===== src/rtl/yuyv_pkg.sv =====
// Shared types and constants of the YUYV to RGB stream converter.
// Used by the front end, the command queue, the color back end and the top level.
`default_nettype none

package yuyv_pkg;

  localparam int MAX_WIDTH  = 4096;
  localparam int MAX_HEIGHT = 4096;
  localparam int MAX_STRIDE = 16384;

  // Longest source row that can occur after the stride is raised to twice the width.
  localparam int MAX_ROW = (MAX_STRIDE > 2 * MAX_WIDTH) ? MAX_STRIDE : 2 * MAX_WIDTH;

  // Register field widths.
  localparam int FW_W = 13;
  localparam int FH_W = 13;
  localparam int FS_W = 15;

  // Derived internal widths.
  localparam int W_W   = $clog2(MAX_WIDTH + 1);
  localparam int RB_W  = W_W + 1;
  localparam int H_W   = $clog2(MAX_HEIGHT + 1);
  localparam int ROW_W = H_W;
  localparam int ST_W  = $clog2(MAX_ROW + 1);
  localparam int COL_W = $clog2(MAX_ROW);

  // Configuration port.
  localparam int CFG_IDX_W  = 2;
  localparam int CFG_DATA_W = 15;
  localparam logic [CFG_IDX_W-1:0] CFG_FRAME_WIDTH  = 2'd0;
  localparam logic [CFG_IDX_W-1:0] CFG_FRAME_HEIGHT = 2'd1;
  localparam logic [CFG_IDX_W-1:0] CFG_ROW_STRIDE   = 2'd2;

  localparam logic [FW_W-1:0] FRAME_WIDTH_RESET  = 13'd640;
  localparam logic [FH_W-1:0] FRAME_HEIGHT_RESET = 13'd480;
  localparam logic [FS_W-1:0] ROW_STRIDE_RESET   = 15'd0;

  // Command queue between front and back.
  localparam int QUEUE_DEPTH = 4;
  localparam int QP_W        = $clog2(QUEUE_DEPTH);

  // Position of a byte inside a Y0 U Y1 V group.
  localparam logic [1:0] LANE_Y0 = 2'd0;
  localparam logic [1:0] LANE_U  = 2'd1;
  localparam logic [1:0] LANE_Y1 = 2'd2;
  localparam logic [1:0] LANE_V  = 2'd3;

  typedef enum logic [1:0] {
    CMD_PAIR,
    CMD_BLACK,
    CMD_ERROR
  } cmd_kind_e;

  typedef struct packed {
    cmd_kind_e  kind;
    logic [7:0] y0;
    logic [7:0] u;
    logic [7:0] y1;
    logic [7:0] v;
    logic       last;
  } cmd_t;

  typedef struct packed {
    logic [7:0] red;
    logic [7:0] green;
    logic [7:0] blue;
    logic       last;
    logic       err;
  } pixel_t;

endpackage

`default_nettype wire


===== src/rtl/yuyv_front.sv =====
// Front end: holds configuration and frame position, classifies each source byte
// and issues pixel commands to the queue. Depends on yuyv_pkg.
`default_nettype none

module yuyv_front (
  input  wire                           clk_i,
  input  wire                           rst_ni,
  input  wire                           cfg_we_i,
  input  wire [yuyv_pkg::CFG_IDX_W-1:0] cfg_idx_i,
  input  wire [yuyv_pkg::CFG_DATA_W-1:0] cfg_wdata_i,
  input  wire                           in_valid_i,
  output logic                          in_ready_o,
  input  wire [7:0]                     in_byte_i,
  input  wire                           in_end_i,
  input  wire                           q_full_i,
  output logic                          push_o,
  output yuyv_pkg::cmd_t                push_data_o
);
  import yuyv_pkg::*;

  logic [FW_W-1:0]  fw_q;
  logic [FH_W-1:0]  fh_q;
  logic [FS_W-1:0]  fs_q;

  logic [COL_W-1:0] col_q, col_d;
  logic [ROW_W-1:0] row_q, row_d;
  logic [7:0]       y0_q, y0_d, u_q, u_d, y1_q, y1_d;
  logic             done_q, done_d;

  logic [W_W-1:0]   w_eff;
  logic [H_W-1:0]   h_eff;
  logic [RB_W-1:0]  row_bytes, pair_bytes;
  logic [ST_W-1:0]  s_lim, s_eff, col_x, col_next;
  logic             accept, final_row, row_done, complete;
  logic             emit;
  cmd_t             cmd;

  always_ff @(posedge clk_i or negedge rst_ni) begin
    if (!rst_ni) begin
      fw_q <= FRAME_WIDTH_RESET;
      fh_q <= FRAME_HEIGHT_RESET;
      fs_q <= ROW_STRIDE_RESET;
    end else if (cfg_we_i) begin
      case (cfg_idx_i)
        CFG_FRAME_WIDTH:  fw_q <= cfg_wdata_i[FW_W-1:0];
        CFG_FRAME_HEIGHT: fh_q <= cfg_wdata_i[FH_W-1:0];
        CFG_ROW_STRIDE:   fs_q <= cfg_wdata_i[FS_W-1:0];
        default: ;
      endcase
    end
  end

  // Effective geometry after the range limits are applied.
  always_comb begin
    if (fw_q == '0) w_eff = W_W'(1);
    else if (int'(fw_q) > MAX_WIDTH) w_eff = W_W'(MAX_WIDTH);
    else w_eff = W_W'(fw_q);

    if (fh_q == '0) h_eff = H_W'(1);
    else if (int'(fh_q) > MAX_HEIGHT) h_eff = H_W'(MAX_HEIGHT);
    else h_eff = H_W'(fh_q);

    row_bytes  = {w_eff, 1'b0};
    pair_bytes = {w_eff[W_W-1:1], 2'b00};

    if (int'(fs_q) > MAX_STRIDE) s_lim = ST_W'(MAX_STRIDE);
    else s_lim = ST_W'(fs_q);
    s_eff = (s_lim < ST_W'(row_bytes)) ? ST_W'(row_bytes) : s_lim;
  end

  assign in_ready_o = !q_full_i;
  assign accept     = in_valid_i && in_ready_o;

  always_comb begin
    col_d  = col_q;
    row_d  = row_q;
    y0_d   = y0_q;
    u_d    = u_q;
    y1_d   = y1_q;
    emit   = 1'b0;
    cmd    = '{kind: CMD_PAIR, y0: y0_q, u: u_q, y1: y1_q, v: in_byte_i, last: 1'b0};

    col_x     = ST_W'(col_q);
    col_next  = col_x + ST_W'(1);
    final_row = (H_W'(row_q) == h_eff - H_W'(1));
    row_done  = (col_x == ST_W'(row_bytes) - ST_W'(1));

    // A row index at or past the height, as after a height change, ends the frame.
    complete = done_q || (H_W'(row_q) >= h_eff);

    if (!complete) begin
      if (col_x < ST_W'(pair_bytes)) begin
        case (col_q[1:0])
          LANE_Y0: y0_d = in_byte_i;
          LANE_U:  u_d  = in_byte_i;
          LANE_Y1: y1_d = in_byte_i;
          LANE_V: begin
            emit     = 1'b1;
            cmd.last = final_row && row_done;
          end
          default: ;
        endcase
      end else if (row_done) begin
        // Unpaired last pixel of an odd-width row goes out black.
        emit     = 1'b1;
        cmd.kind = CMD_BLACK;
        cmd.last = final_row;
      end

      if (final_row && row_done) begin
        complete = 1'b1;
      end else if (col_next >= s_eff) begin
        col_d = '0;
        row_d = row_q + ROW_W'(1);
        if (H_W'(row_d) >= h_eff) complete = 1'b1;
      end else begin
        col_d = col_next[COL_W-1:0];
      end
    end

    if (in_end_i) begin
      if (!complete) begin
        emit     = 1'b1;
        cmd.kind = CMD_ERROR;
        cmd.last = 1'b0;
      end
      col_d    = '0;
      row_d    = '0;
      y0_d     = '0;
      u_d      = '0;
      y1_d     = '0;
      complete = 1'b0;
    end
    done_d = complete;
  end

  always_ff @(posedge clk_i or negedge rst_ni) begin
    if (!rst_ni) begin
      col_q  <= '0;
      row_q  <= '0;
      y0_q   <= '0;
      u_q    <= '0;
      y1_q   <= '0;
      done_q <= 1'b0;
    end else if (accept) begin
      col_q  <= col_d;
      row_q  <= row_d;
      y0_q   <= y0_d;
      u_q    <= u_d;
      y1_q   <= y1_d;
      done_q <= done_d;
    end
  end

  assign push_o      = accept && emit;
  assign push_data_o = cmd;

endmodule

`default_nettype wire


===== src/rtl/yuyv_queue.sv =====
// Short command FIFO that decouples the byte front end from the color back end.
// Depends on yuyv_pkg.
`default_nettype none

module yuyv_queue (
  input  wire             clk_i,
  input  wire             rst_ni,
  input  wire             push_i,
  input  yuyv_pkg::cmd_t  push_data_i,
  output logic            full_o,
  input  wire             pop_i,
  output logic            valid_o,
  output yuyv_pkg::cmd_t  data_o
);
  import yuyv_pkg::*;

  cmd_t            mem_q [QUEUE_DEPTH];
  logic [QP_W-1:0] wr_q, wr_d, rd_q, rd_d;
  logic [QP_W:0]   cnt_q, cnt_d;
  logic            do_push, do_pop;

  assign full_o  = (cnt_q == (QP_W+1)'(QUEUE_DEPTH));
  assign valid_o = (cnt_q != '0);
  assign data_o  = mem_q[rd_q];

  assign do_push = push_i && !full_o;
  assign do_pop  = pop_i && valid_o;

  always_comb begin
    wr_d  = wr_q;
    rd_d  = rd_q;
    cnt_d = cnt_q;
    if (do_push) wr_d = (int'(wr_q) == QUEUE_DEPTH - 1) ? '0 : wr_q + QP_W'(1);
    if (do_pop)  rd_d = (int'(rd_q) == QUEUE_DEPTH - 1) ? '0 : rd_q + QP_W'(1);
    if (do_push && !do_pop) cnt_d = cnt_q + (QP_W+1)'(1);
    else if (do_pop && !do_push) cnt_d = cnt_q - (QP_W+1)'(1);
  end

  always_ff @(posedge clk_i or negedge rst_ni) begin
    if (!rst_ni) begin
      wr_q  <= '0;
      rd_q  <= '0;
      cnt_q <= '0;
    end else begin
      wr_q  <= wr_d;
      rd_q  <= rd_d;
      cnt_q <= cnt_d;
    end
  end

  always_ff @(posedge clk_i) begin
    if (do_push) mem_q[wr_q] <= push_data_i;
  end

endmodule

`default_nettype wire


===== src/rtl/yuyv_back.sv =====
// Color back end: constant-coefficient products in one stage, then sums, rounding
// and clamping into a two-pixel output buffer. Depends on yuyv_pkg.
`default_nettype none

module yuyv_back (
  input  wire             clk_i,
  input  wire             rst_ni,
  input  wire             cmd_valid_i,
  input  yuyv_pkg::cmd_t  cmd_i,
  output logic            cmd_pop_o,
  output logic            out_valid_o,
  input  wire             out_ready_i,
  output yuyv_pkg::pixel_t out_pixel_o
);
  import yuyv_pkg::*;

  localparam int PW = 20;

  function automatic logic [7:0] round_sat(input logic signed [PW-1:0] t);
    logic signed [PW-1:0] r;
    r = t + PW'(128);
    if (r[PW-1]) return 8'd0;
    if (|r[PW-2:16]) return 8'd255;
    return r[15:8];
  endfunction

  // Product stage.
  logic                 p_valid_q;
  cmd_kind_e            p_kind_q;
  logic                 p_last_q;
  logic signed [PW-1:0] p_c0_q, p_c1_q, p_er_q, p_du_q, p_eg_q, p_db_q;

  logic signed [9:0]    c0, c1, d, e;
  logic                 load_p, adv_p, out_xfer;

  // Output buffer: up to two pixels, oldest in slot zero.
  pixel_t               o_pix0_q, o_pix1_q, n_pix0, n_pix1;
  logic [1:0]           o_cnt_q;

  assign out_xfer = out_valid_o && out_ready_i;
  assign adv_p    = p_valid_q && ((o_cnt_q == 2'd0) || ((o_cnt_q == 2'd1) && out_ready_i));
  assign load_p   = cmd_valid_i && (!p_valid_q || adv_p);
  assign cmd_pop_o = load_p;

  assign c0 = $signed({2'b00, cmd_i.y0}) - 10'sd16;
  assign c1 = $signed({2'b00, cmd_i.y1}) - 10'sd16;
  assign d  = $signed({2'b00, cmd_i.u}) - 10'sd128;
  assign e  = $signed({2'b00, cmd_i.v}) - 10'sd128;

  always_ff @(posedge clk_i or negedge rst_ni) begin
    if (!rst_ni) begin
      p_valid_q <= 1'b0;
    end else if (load_p) begin
      p_valid_q <= 1'b1;
    end else if (adv_p) begin
      p_valid_q <= 1'b0;
    end
  end

  always_ff @(posedge clk_i) begin
    if (load_p) begin
      p_kind_q <= cmd_i.kind;
      p_last_q <= cmd_i.last;
      p_c0_q   <= PW'(c0) * 20'sd298;
      p_c1_q   <= PW'(c1) * 20'sd298;
      p_er_q   <= PW'(e) * 20'sd409;
      p_du_q   <= PW'(d) * 20'sd100;
      p_eg_q   <= PW'(e) * 20'sd208;
      p_db_q   <= PW'(d) * 20'sd516;
    end
  end

  always_comb begin
    n_pix0 = '0;
    n_pix1 = '0;
    case (p_kind_q)
      CMD_PAIR: begin
        n_pix0.red   = round_sat(p_c0_q + p_er_q);
        n_pix0.green = round_sat(p_c0_q - p_du_q - p_eg_q);
        n_pix0.blue  = round_sat(p_c0_q + p_db_q);
        n_pix1.red   = round_sat(p_c1_q + p_er_q);
        n_pix1.green = round_sat(p_c1_q - p_du_q - p_eg_q);
        n_pix1.blue  = round_sat(p_c1_q + p_db_q);
        n_pix1.last  = p_last_q;
      end
      CMD_BLACK: n_pix0.last = p_last_q;
      CMD_ERROR: n_pix0.err  = 1'b1;
      default: ;
    endcase
  end

  always_ff @(posedge clk_i or negedge rst_ni) begin
    if (!rst_ni) begin
      o_cnt_q <= 2'd0;
    end else if (adv_p) begin
      o_cnt_q <= (p_kind_q == CMD_PAIR) ? 2'd2 : 2'd1;
    end else if (out_xfer) begin
      o_cnt_q <= o_cnt_q - 2'd1;
    end
  end

  always_ff @(posedge clk_i) begin
    if (adv_p) begin
      o_pix0_q <= n_pix0;
      o_pix1_q <= n_pix1;
    end else if (out_xfer) begin
      o_pix0_q <= o_pix1_q;
    end
  end

  assign out_valid_o = (o_cnt_q != 2'd0);
  assign out_pixel_o = o_pix0_q;

endmodule

`default_nettype wire


===== src/rtl/yuyv_to_rgb_stream_converter.sv =====
// Top level of the YUYV to RGB stream converter (BT.601 limited range).
// Instantiates yuyv_front, yuyv_queue and yuyv_back; depends on yuyv_pkg.
//
// Usage:
//   The slave stream takes one source byte per transfer (tdata) with tlast
//   marking the last byte of the supplied buffer. The master stream gives one
//   RGB pixel per transfer: tdata holds red, green, blue; tlast is set on the
//   final pixel of the frame; tuser flags a buffer that ended before the frame
//   was complete (that transfer carries black and tlast low).
//   Geometry is set through the write port (width, height, stride) while idle.
//   Throughput: one byte per cycle on input while the command queue is not full
//   and one pixel per cycle on output while the receiver is ready; every V byte
//   produces two pixels, so with the receiver ready a byte-per-cycle stream
//   never backs up. A byte's pixels appear once its command has passed the
//   command queue, product stage and output buffer; the second pixel follows.
//   When the receiver stalls, the four-entry command queue keeps taking bytes
//   until it fills, then tready drops; nothing is lost or repeated.
//   Reset clears the frame position, the held bytes and all queues, and loads
//   width 640, height 480 and stride 0.
`default_nettype none

module yuyv_to_rgb_stream_converter (
  input  wire                            clk_i,
  input  wire                            rst_ni,
  input  wire                            cfg_we_i,
  input  wire [yuyv_pkg::CFG_IDX_W-1:0]  cfg_idx_i,
  input  wire [yuyv_pkg::CFG_DATA_W-1:0] cfg_wdata_i,
  input  wire                            s_axis_tvalid_i,
  output logic                           s_axis_tready_o,
  input  wire [7:0]                      s_axis_tdata_i,  // [7:0] data_byte
  input  wire                            s_axis_tlast_i,  // buffer_end
  output logic                           m_axis_tvalid_o,
  input  wire                            m_axis_tready_i,
  output logic [23:0]                    m_axis_tdata_o,  // [7:0] red, [15:8] green, [23:16] blue
  output logic                           m_axis_tlast_o,  // last_pixel
  output logic                           m_axis_tuser_o   // frame_error
);
  import yuyv_pkg::*;

  logic   q_full, push, q_valid, pop;
  cmd_t   push_data, q_data;
  pixel_t pix;

  yuyv_front u_front (
    .clk_i       (clk_i),
    .rst_ni      (rst_ni),
    .cfg_we_i    (cfg_we_i),
    .cfg_idx_i   (cfg_idx_i),
    .cfg_wdata_i (cfg_wdata_i),
    .in_valid_i  (s_axis_tvalid_i),
    .in_ready_o  (s_axis_tready_o),
    .in_byte_i   (s_axis_tdata_i),
    .in_end_i    (s_axis_tlast_i),
    .q_full_i    (q_full),
    .push_o      (push),
    .push_data_o (push_data)
  );

  yuyv_queue u_queue (
    .clk_i       (clk_i),
    .rst_ni      (rst_ni),
    .push_i      (push),
    .push_data_i (push_data),
    .full_o      (q_full),
    .pop_i       (pop),
    .valid_o     (q_valid),
    .data_o      (q_data)
  );

  yuyv_back u_back (
    .clk_i       (clk_i),
    .rst_ni      (rst_ni),
    .cmd_valid_i (q_valid),
    .cmd_i       (q_data),
    .cmd_pop_o   (pop),
    .out_valid_o (m_axis_tvalid_o),
    .out_ready_i (m_axis_tready_i),
    .out_pixel_o (pix)
  );

  assign m_axis_tdata_o = {pix.blue, pix.green, pix.red};
  assign m_axis_tlast_o = pix.last;
  assign m_axis_tuser_o = pix.err;

endmodule

`default_nettype wire

===== config.mk =====
export PLATFORM = sky130hd
export DESIGN_NAME = yuyv_to_rgb_stream_converter
export DESIGN_NICKNAME = d
export VERILOG_FILES = /design/src/rtl/yuyv_pkg.sv /design/src/rtl/yuyv_front.sv /design/src/rtl/yuyv_queue.sv /design/src/rtl/yuyv_back.sv /design/src/rtl/yuyv_to_rgb_stream_converter.sv
export SDC_FILE = /design/constraint.sdc
export NUM_CORES = 1
export LEC_CHECK = 0
export BUFFER_PORTS_ARGS = -buffer_cell sky130_fd_sc_hd__buf_2
export CELL_PAD_IN_SITES_DETAIL_PLACEMENT = 0
export CELL_PAD_IN_SITES_GLOBAL_PLACEMENT = 1
export CORE_UTILIZATION = 45
export CTS_BUF_LIST = sky130_fd_sc_hd__clkbuf_16
export DETAILED_ROUTE_END_ITERATION = 8
export PLACE_DENSITY = 0.69
export SYNTH_ARGS = -nofsm -noshare
export SYNTH_HDL_FRONTEND = slang
export SYNTH_SLANG_ARGS = --single-unit

===== constraint.sdc =====
create_clock -name clk_i -period 8.2 [get_ports clk_i]
set_input_delay 1.23 -clock clk_i [delete_from_list [all_inputs] [get_ports clk_i]]
set_output_delay 1.23 -clock clk_i [all_outputs]
set_load 0.005 [all_outputs]

==> results of run 1 <==
## worst max path at each step
| stage | from | end | slack [ns] |
|---|---|---|---|
| 4_1_cts | u_front.fw_q[12] | u_queue.cnt_q[2] | 1.50 |
| 3_5_place_dp | u_front.fw_q[12] | u_queue.cnt_q[2] | 1.55 |
| 6_report | u_front.fw_q[12] | u_queue.cnt_q[2] | 1.46 |
| 2_1_floorplan | m_axis_tready_i | u_queue.cnt_q[1] | 0.42 |
| 5_1_grt | u_front.fw_q[12] | u_queue.cnt_q[2] | 0.84 |
| 3_3_place_gp | u_front.fw_q[12] | u_queue.cnt_q[2] | 1.64 |
## state kept, by name, indices dropped and copies added, names as in the netlist, 2 cells and up
register and count:
u_back.p_du_q 15, u_front.row_q 13, u_back.p_c1_q 18, u_queue.wr_q 2, u_back.o_pix1_q 25, u_queue.cnt_q 3
u_queue.mem_q 140, u_back.p_er_q 19, u_front.fh_q 13, u_front.col_q 14, u_back.p_kind_q 2, u_back.o_cnt_q 2
u_front.y0_q 8, u_queue.rd_q 2, u_front.fs_q 15, u_front.y1_q 8, u_back.out_pixel_o 26, u_front.fw_q 13
u_front.u_q 8, u_back.p_db_q 15, u_back.p_c0_q 18, u_back.p_eg_q 12
## cells by family after synthesis
family / after synthesis / share of synthesized area
AO/OA/AOI/OAI: 485 / 0.112
multiplexers: 137 / 0.0645
AND/OR/NAND/NOR: 523 / 0.0915
buffers and inverters: 331 / 0.0430
flip-flops: 394 / 0.383
adder cells (fa/ha/maj): 560 / 0.258
XOR/XNOR: 162 / 0.0480
## cells in the mapped netlist (14+ instances only)
cell type    n
a211oi_1    20
dfrtp_1     97
a21o_1      40
o21ai_0     87
o21bai_1    23
xnor2_1    109
edfxtp_1   291
mux4_2      35
ha_1       479
nor2b_1     49
nand2_1     92
xor2_1      53
fa_1        81
a21oi_1     99
clkbuf_1    42
o21a_1      41
inv_1      265
and2_1      15
mux2_2      77
mux2i_1     24
nor3_1      40
o31ai_1     25
and3_1      24
nand3_1     48
a31oi_1     18
nand2b_1    35
nand4_1     14
nor2_1     142
## area by class of cell
| cell class | instances | area, sq um | share of cell area |
|---|---|---|---|
| Inverter | 268 | 1010 | 0.0311 |
| Clock buffer | 47 | 1180 | 0.0363 |
| Clock inverter | 40 | 427 | 0.0132 |
| Timing Repair Buffer | 73 | 405 | 0.0125 |
| Antenna cell | 1 | 2.50 | 0.0000772 |
| Tap cell | 855 | 1070 | 0.0330 |
| Multi-Input combinational cell | 1867 | 17000 | 0.524 |
| Sequential cell | 394 | 11300 | 0.350 |
## layer usage
layer	vias to the layer above	part of all wire	GRT usage	routed length (um)
met2	375	0.48	0.378	34900
li1	9609	-	-	-
met3	111	0.040	0.0309	2870
met1	9690	0.44	0.285	32100
met5	-	0	0	0
met4	0	0.034	0.0789	2470
## per-stage QoR
stage	instance area (sq um)	setup slack, ns
after floorplan	29600	0.416
after global placement	30800	1.64
after detailed placement	30800	1.55
after CTS	32400	1.50
after global routing	32400	0.836
final	32400	1.46
## worst register-to-register path: cells and delay by family (launching register included)
family | cells | cell delay, ns
XOR/XNOR | 2 | 0.32
buffers and inverters | 2 | 0.20
AND/OR/NAND/NOR | 8 | 1.53
adder cells (fa/ha/maj) | 4 | 1.19
AO/OA/AOI/OAI | 11 | 2.50
flip-flops | 1 | 0.95
==> impl_results.md, run 1 <==
- R2R Path End: u_queue.cnt_q[2]
- Initial Util: 0.457
- Root Buffer: clkbuf_16
- Post-synthesis sequential area ratio: 0.383
- Cell Area, Synth: about 30,000 sq um
- Post CTS Setup Buffer Count: 0
- Leading area contributor after synthesis: edfxtp_1
- Max-Cap Viols: 0
- Clk slew on worst S/H paths: 0.06 ns
- CP Depth: 27
- Ys async rst share: 0.261
- R2R cell count: 27
- Largest delay share family, worst path: compound AO/OA/AOI/OAI gates
- DP Cell Count: 3,457
- Post-DP HPWL: between 50,000 and 60,000 um
- Final worst-path cycle share: 0.822
- Worst path required time: approximately 8.7 ns
- Std-Cell Rows: 93
- WL per Instance: 20.4 um
- Ys flop type: edfxtp_1
- TritonCTS clock tree: done
- Port bufs: 58
- CP Launch Type: flip-flop
- Crit-path max FO: 27
- HP Class: reg2reg
- Core area: ~65,000 sq um
- Max stage delay on crit path: ~0.95 ns
- Final Hold Fails: 0
- Initial antenna violation count: 1
- Detailed-router iteration count before antenna repair: 5
- Critical Path End Type: flip-flop
- Crit path time final: 6.74 ns
- Post-synth EDFFs: a little under 300
- Critical path arrival: about 7.3 ns
- Hold depth: 1
- Htree depth: 2
- Worst clock skew: 0.0112 ns
- Insertion delay to the later sink of the worst-skew pair: approximately 0.59 ns
- Synth top area share: 0.296
- First-pass GRT wire length: ~110,000 um
- Hold path endpoint: u_queue.cnt_q[2]
- Final TNS setup: 0 ns
- Post-CTS Resized: 0
- Clock sinks: ~390
- Synthesized instance count: between 2,000 and 3,000
- Via count: about 20,000
- Status: completed
- Max clock buf depth: 3
- Worst hold slack: just under 0.5 ns
- Chip height: between 200 and 300 um
- R2R Path Start: u_front.fw_q[12]
- IO Count: about 60
- Count of state elements after synthesis: slightly below 400
- Crit path top cell by count: o21ai_0
- WP buf/inv: 2
- WS Path Type: reg2reg
- Most common cell after layout, fill and taps aside: ha_1
- Total die area: roughly 67,000 sq um
- RSZ-0062 raised after global routing: no
- Vias in the first global route: a little over 20,000
- Initial drt markers: 1,004
- # setup viols final: 0
- CTS Buf Count: 47
- Most frequent cells in the layout: 479 x ha_1, 291 x edfxtp_1, 271 x inv_1
- DRC: 0
- Fill cells: roughly 5,800
- Vias per inst: roughly 5.6
- Area contributors post-synth: edfxtp_1 30%, ha_1 20%, dfrtp_1 8.2%, fa_1 5.5%, inv_1 3.4%
- Pins over their slew limit: 0
- Synth cell types: 85
- Fraction of layout cells with a size suffix above 1: 0.110
- Yosys warnings: 0
- Area delta synth->final: 9.61%
- Final net count: roughly 3,200
- Syn Nets: between 3,000 and 4,000
- Min-delay src: u_queue.cnt_q[2]
- RePlAce Congestion: slightly below 0.9
- Crit-path slowest cell: dfrtp_1
- R2R Setup Slk: 1.46 ns
- Die width: approximately 260 um
- Largest net degree at the start of global routing: 60
- Max-slew headroom: 0.219
- Post-route ant nets: 0
- GRT overflow: 0
- Transition time of the tightest slew-check pin: between 1 and 1.5 ns
- DRT Wirelength: 72,300 um
- Final Instance Count excl. Fillers: about 3,500
- Gr usage total: 0.221
- Hold_buf cts: 0
- Post-layout util: 0.501
- Fmax: ~0.15 GHz
- Avg Inst Size Synth: 11.4 sq um
Power of run 1 is left out: the tool's default activity adds up to more than one toggle a clock period on the data nets, which glitch-free logic cannot reach.
==> inputs of run 2 (changes only) <==
--- a/config.mk
+++ b/config.mk
@@ -11,7 +11,7 @@
 export CORE_UTILIZATION = 45
 export CTS_BUF_LIST = sky130_fd_sc_hd__clkbuf_16
 export DETAILED_ROUTE_END_ITERATION = 8
-export PLACE_DENSITY = 0.69
+export PLACE_DENSITY = 0.72
 export SYNTH_ARGS = -nofsm -noshare
 export SYNTH_HDL_FRONTEND = slang
 export SYNTH_SLANG_ARGS = --single-unit
==> constraint.sdc (replaced) <==
create_clock -name clk_i -period 5.65 [get_ports clk_i]
set_input_delay 0.8475 -clock clk_i [delete_from_list [all_inputs] [get_ports clk_i]]
set_output_delay 0.8475 -clock clk_i [all_outputs]
set_load 0.005 [all_outputs]
==> impl_results.md, run 2 (synthesized netlist as in run 1, its figures left out) <==
- Crit-path slowest cell: a211oi_4 (was dfrtp_1)
- Area delta synth->final: 11.4% (was 9.61%)
- Critical path arrival: 5.97 ns (was 7.25 ns)
- Final net count: 3,299 (was 3,242)
- Htree depth: 2 (unchanged)
- Final Hold Fails: 0 (unchanged)
- Insertion delay to the later sink of the worst-skew pair: 0.59 ns (about the same)
- Root Buffer: clkbuf_16 (unchanged)
- Fraction of layout cells with a size suffix above 1: 0.136 (was 0.110)
- Pins over their slew limit: 0 (unchanged)
- Max clock buf depth: 3 (unchanged)
- Detailed-router iteration count before antenna repair: 5 (unchanged)
- WS Path Type: reg2reg (unchanged)
- Transition time of the tightest slew-check pin: 1.12 ns (was 1.17 ns)
- TritonCTS clock tree: done (unchanged)
- Die width: 258 um (unchanged)
- Gr usage total: 0.221 (about the same)
- Most frequent cells in the layout: 478 x ha_1, 291 x edfxtp_1, 278 x inv_1 (was 479 x ha_1, 291 x edfxtp_1, 271 x inv_1)
- Port bufs: 58 (unchanged)
- Largest Register: u_queue.mem_q (unchanged)
- Fmax: 0.183 GHz (was 0.148 GHz)
- Vias per inst: 5.55 (was 5.58)
- Fill cells: 5,712 (was 5,811)
- Clk slew on worst S/H paths: 0.06 ns (about the same)
- Largest net degree at the start of global routing: 67 (was 60)
- DRC: 0 (unchanged)
- Post-route ant nets: 0 (unchanged)
- HP Class: in2async (was reg2reg)
- First-pass GRT wire length: 114,000 um (was 113,000 um)
- Chip height: 258 um (unchanged)
- RSZ-0062 raised after global routing: yes (was no)
- Vias in the first global route: 20,553 (was 20,157)
- Worst path required time: 6.17 ns (was 8.72 ns)
- Hold_buf cts: 0 (unchanged)
- IO Count: 59 (unchanged)
- Area of the multi-input gates: 17,100 sq um (was 17,000 sq um)
- Most common cell after layout, fill and taps aside: ha_1 (unchanged)
- Status: completed (unchanged)
- Crit-path max FO: 8 (was 27)
- Critical Path End Type: flip-flop (unchanged)
- Initial antenna violation count: 3 (was 1)
- CP Launch Type: flip-flop (unchanged)
- Clock sinks: 394 (unchanged)
- CP Depth: 27 (unchanged)
- Total die area: 66,700 sq um (unchanged)
- Final worst-path cycle share: 0.965 (was 0.822)
- Max stage delay on crit path: 0.44 ns (was 0.95 ns)
- # setup viols final: 0 (unchanged)
- Max-slew headroom: 0.247 (was 0.219)
- Post-DP HPWL: 57,200 um (was 56,900 um)
- ANT cells: 0 (was 1)
- Worst clock skew: 0.0129 ns (was 0.0112 ns)
- Max-Cap Viols: 0 (unchanged)
- Initial Util: 0.457 (unchanged)
- Crit path time final: 5.45 ns (was 6.74 ns)
- R2R cell count: 27 (unchanged)
- Via count: 19,966 (was 19,785)
- Core area: 64,700 sq um (unchanged)
- Initial drt markers: 1,292 (was 1,004)
- Sequential Area: 11,300 sq um (about the same)
- WP buf/inv: 2 (unchanged)
- RePlAce Congestion: 0.891 (was 0.894)
- Post-route cell area: 32,900 sq um (was 32,400 sq um)
- Largest register FFs: 140 (unchanged)
- GRT overflow: 0 (unchanged)
- DRT Wirelength: 72,600 um (was 72,300 um)
- WL per Instance: 20.2 um (was 20.4 um)
- Std-Cell Rows: 93 (unchanged)
- Largest delay share family, worst path: compound AO/OA/AOI/OAI gates (unchanged)
- Dpl cell area: 31,300 sq um (was 30,800 sq um)
- CTS Buf Count: 45 (was 47)
-- run 2: changes by cell type in the layout (fill, tap and decap cells not counted), sizes merged --
cell	change
clkinv	-10
buf	+59
inv	+7
bufinv	-1
diode	-1
clkbuf	-2
-- run 2: metal layers --
metal / share of wire / track usage
met1: 0.45 / 0.284
met2: 0.48 / 0.382
met3: 0.034 / 0.0251
met4: 0.034 / 0.0848
met5: 0.00018 / 0
-- run 2: final timing paths --
check | slack, ns | from | endpoint
worst max-delay path | 0.20 | u_front.fs_q[6] | u_queue.cnt_q[2]
worst min-delay path | 0.29 | rst_ni | u_front.y1_q[3]
worst max register to register | 0.20 | u_front.fs_q[6] | u_queue.cnt_q[2]
worst min register to register | 0.50 | u_queue.cnt_q[2] | u_queue.cnt_q[2]
max in group asynchronous | 4.13 | rst_ni | u_front.fh_q[4]
min in group clk_i | 0.50 | u_queue.cnt_q[2] | u_queue.cnt_q[2]
-- run 2: timing repair --
item	4_1_cts	5_1_grt
endpoints found under the setup margin	7	151
pin swaps	1	10
buffers inserted	3	1
resized for setup	3	35
-- run 2: worst register-to-register path: stages, from the launching register on --
cell and delay [ns]:
dfrtp_1 0.40, nor4_2 0.31, a41oi_2 0.17, nor2b_1 0.19, ha_1 0.25, o31a_1 0.11
o21a_1 0.17, o21ai_0 0.15, a21oi_1 0.09, o21ai_1 0.14, and3_4 0.23, buf_12 0.14
mux2i_4 0.22, ha_1 0.26, and4_1 0.21, a31oi_1 0.15, o21ai_0 0.11, a21oi_1 0.17
o21ai_2 0.11, o21ai_2 0.08, o211ai_1 0.17, a211oi_4 0.44, ha_2 0.26, inv_1 0.05
fa_1 0.37, xor2_1 0.16, nor2_1 0.12, xor2_1 0.15
-- run 2: layout make-up --
| class | count | share of cell area |
|---|---|---|
| flip-flops and latches | 394 | 0.344 |
| well taps | 855 | 0.0325 |
| multi-input cells | 1867 | 0.520 |
| inverters | 268 | 0.0305 |
| clock inverters | 36 | 0.0103 |
| repair buffers | 132 | 0.0285 |
| clock buffers | 45 | 0.0342 |
-- run 2: per-stage QoR --
stage | instances | hold WS (ns) | setup slack (ns) | TNS [ns] | util
after global routing | 3597 | 0.343 | -0.124 | -0.124 | 0.509
after global placement | 3512 | 0.472 | 0.0512 | 0 | 0.484
after floorplan | 2592 | 0.445 | 0.0208 | 0 | -
after detailed placement | 3512 | 0.488 | -0.112 | -0.183 | 0.484
after CTS | 3596 | 0.290 | 0.0375 | 0 | 0.507
final | 3597 | 0.286 | 0.197 | 0 | 0.509
Power of run 2 is left out for the same reason.
==> inputs of run 3 (changes only) <==
--- a/config.mk
+++ b/config.mk
@@ -11,7 +11,7 @@
 export CORE_UTILIZATION = 45
 export CTS_BUF_LIST = sky130_fd_sc_hd__clkbuf_16
 export DETAILED_ROUTE_END_ITERATION = 8
-export PLACE_DENSITY = 0.72
+export PLACE_DENSITY = 0.79
 export SYNTH_ARGS = -nofsm -noshare
 export SYNTH_HDL_FRONTEND = slang
 export SYNTH_SLANG_ARGS = --single-unit
==> impl_results.md, run 3 (synthesized netlist as in run 1, its figures left out) <==
- Worst clock skew: 0.0268 ns (was 0.0129 ns)
- Area delta synth->final: 11.3% (was 11.4%)
- Root Buffer: clkbuf_16 (unchanged)
- Die width: 258 um (unchanged)
- Transition time of the tightest slew-check pin: 1.14 ns (was 1.12 ns)
- Final net count: 3,296 (was 3,299)
- Post-DP HPWL: 55,500 um (was 57,200 um)
- RSZ-0062 raised after global routing: yes (unchanged)
- Largest net degree at the start of global routing: 73 (was 67)
- TritonCTS clock tree: done (unchanged)
- Initial antenna violation count: 3 (unchanged)
- Crit-path slowest cell: mux4_2 (was a211oi_4)
- Vias in the first global route: 20,607 (was 20,553)
- Final Instance Count excl. Fillers: 3,597 (unchanged)
- Detailed-router iteration count before antenna repair: 5 (unchanged)
- Clk slew on worst S/H paths: 0.06 ns (about the same)
- First-pass GRT wire length: 112,000 um (was 114,000 um)
- Pins over their slew limit: 0 (unchanged)
- GRT overflow: 0 (unchanged)
- Fraction of layout cells with a size suffix above 1: 0.135 (was 0.136)
- Initial drt markers: 1,384 (was 1,292)
- Initial Util: 0.457 (unchanged)
- Insertion delay to the later sink of the worst-skew pair: 0.60 ns (was 0.59 ns)
- Gr usage total: 0.215 (was 0.221)
- Post-route cell area: 32,900 sq um (about the same)
- WP buf/inv: 3 (was 2)
- Critical Path End Type: flip-flop (unchanged)
- IO Count: 59 (unchanged)
- Max-Cap Viols: 0 (unchanged)
- Largest register FFs: 140 (unchanged)
- Critical-path cell list: buf_12 -> mux4_2 -> ha_1 -> ha_1 -> inv_1 -> fa_1 -> fa_1 -> inv_1 -> ha_1 -> fa_1 -> a21o_1 -> a21oi_2 -> o21bai_1 -> a21oi_1 -> nor2b_1 -> o21a_1 -> o31a_1 -> o41ai_2 -> xnor2_1
- Chip height: 258 um (unchanged)
- DRT Wirelength: 70,400 um (was 72,600 um)
- Clock sinks: 394 (unchanged)
- Post-layout util: 0.508 (was 0.509)
- Port bufs: 58 (unchanged)
- Status: completed (unchanged)
- DP Cell Count: 3,509 (was 3,512)
- Crit-path max FO: 10 (was 8)
- Largest delay share family, worst path: adder cells (was compound AO/OA/AOI/OAI gates)
- CP Launch Type: flip-flop (unchanged)
- RePlAce Congestion: 0.942 (was 0.891)
- Post-route ant nets: 0 (unchanged)
- CTS Buf Count: 45 (unchanged)
- Hold_buf cts: 0 (unchanged)
- Largest Register: u_queue.mem_q (unchanged)
- WS Path Type: reg2reg (unchanged)
- Total die area: 66,700 sq um (unchanged)
- Via count: 20,077 (was 19,966)
- WL per Instance: 19.6 um (was 20.2 um)
- DRC: 0 (unchanged)
- Fmax: 0.187 GHz (was 0.183 GHz)
- Dpl cell area: 31,300 sq um (about the same)
- Worst path required time: 5.98 ns (was 6.17 ns)
- HP Class: in2async (unchanged)
- Most frequent cells in the layout: 479 x ha_1, 291 x edfxtp_1, 277 x inv_1 (was 478 x ha_1, 291 x edfxtp_1, 278 x inv_1)
- Final Hold Fails: 0 (unchanged)
- Max clock buf depth: 3 (unchanged)
- Final worst-path cycle share: 0.948 (was 0.965)
- Max stage delay on crit path: 0.54 ns (was 0.44 ns)
- Critical path arrival: 5.69 ns (was 5.97 ns)
- Core area: 64,700 sq um (unchanged)
- # setup viols final: 0 (unchanged)
- Vias per inst: 5.58 (was 5.55)
- Crit path time final: 5.36 ns (was 5.45 ns)
- Htree depth: 2 (unchanged)
- Std-Cell Rows: 93 (unchanged)
- Max-slew headroom: 0.242 (was 0.247)
- Fill cells: 5,656 (was 5,712)
- Most common cell after layout, fill and taps aside: ha_1 (unchanged)
-- run 3: cell count changes in the layout (fill, tap and decap cells not counted), sizes merged --
cell,delta
clkinv,+4
inv,-4
buf,-3
clkinvlp,+3
bufinv,-2
clkbuf,+1
diode,+1
-- run 3: path summary, 6_finish.rpt --
path	start	endpoint	slack, ns	depth (start not counted)
worst max-delay path	u_queue.rd_q[0]	u_back.p_er_q[18]	0.29	19
worst min-delay path	rst_ni	u_front.fs_q[13]	0.31	1
worst max register to register	u_queue.rd_q[0]	u_back.p_er_q[18]	0.29	19
worst min register to register	u_back.o_cnt_q[1]	u_back.o_cnt_q[1]	0.49	1
max in group asynchronous	rst_ni	u_queue.wr_q[1]	4.16	2
min in group clk_i	u_back.o_cnt_q[1]	u_back.o_cnt_q[1]	0.49	1
-- run 3: layer usage --
| layer | wire, um | part of all wire | track usage |
|---|---|---|---|
| met1 | 30700 | 0.44 | 0.275 |
| met2 | 34500 | 0.49 | 0.372 |
| met3 | 2790 | 0.040 | 0.0257 |
| met4 | 2320 | 0.033 | 0.0779 |
| met5 | 27 | 0.00038 | 0 |
-- run 3: layout make-up --
class | instances | area (sq um) | share of cell area
inverters | 268 | 1010 | 0.0306
clock buffers | 46 | 1150 | 0.0350
multi-input cells | 1867 | 17100 | 0.520
flip-flops and latches | 394 | 11300 | 0.344
clock inverters | 37 | 305 | 0.00928
diodes | 1 | 2.50 | 0.0000761
repair buffers | 129 | 913 | 0.0278
well taps | 855 | 1070 | 0.0325
-- run 3: stage by stage --
step | setup WS, ns | TNS (ns) | hold WS (ns)
final | 0.292 | 0 | 0.306
after global routing | -0.0210 | -0.0265 | 0.356
after CTS | 0.00615 | 0 | 0.308
after detailed placement | 0.000544 | 0 | 0.482
after global placement | 0.0475 | 0 | 0.476
after floorplan | 0.0208 | 0 | 0.445
-- run 3: repair_timing --
action / 4_1_cts / 5_1_grt
pin swaps: 0 / 5
resized for setup: 1 / 34
buffers inserted: 1 / 3
setup endpoints to repair: 2 / 158
Power of run 3 is left out for the same reason.
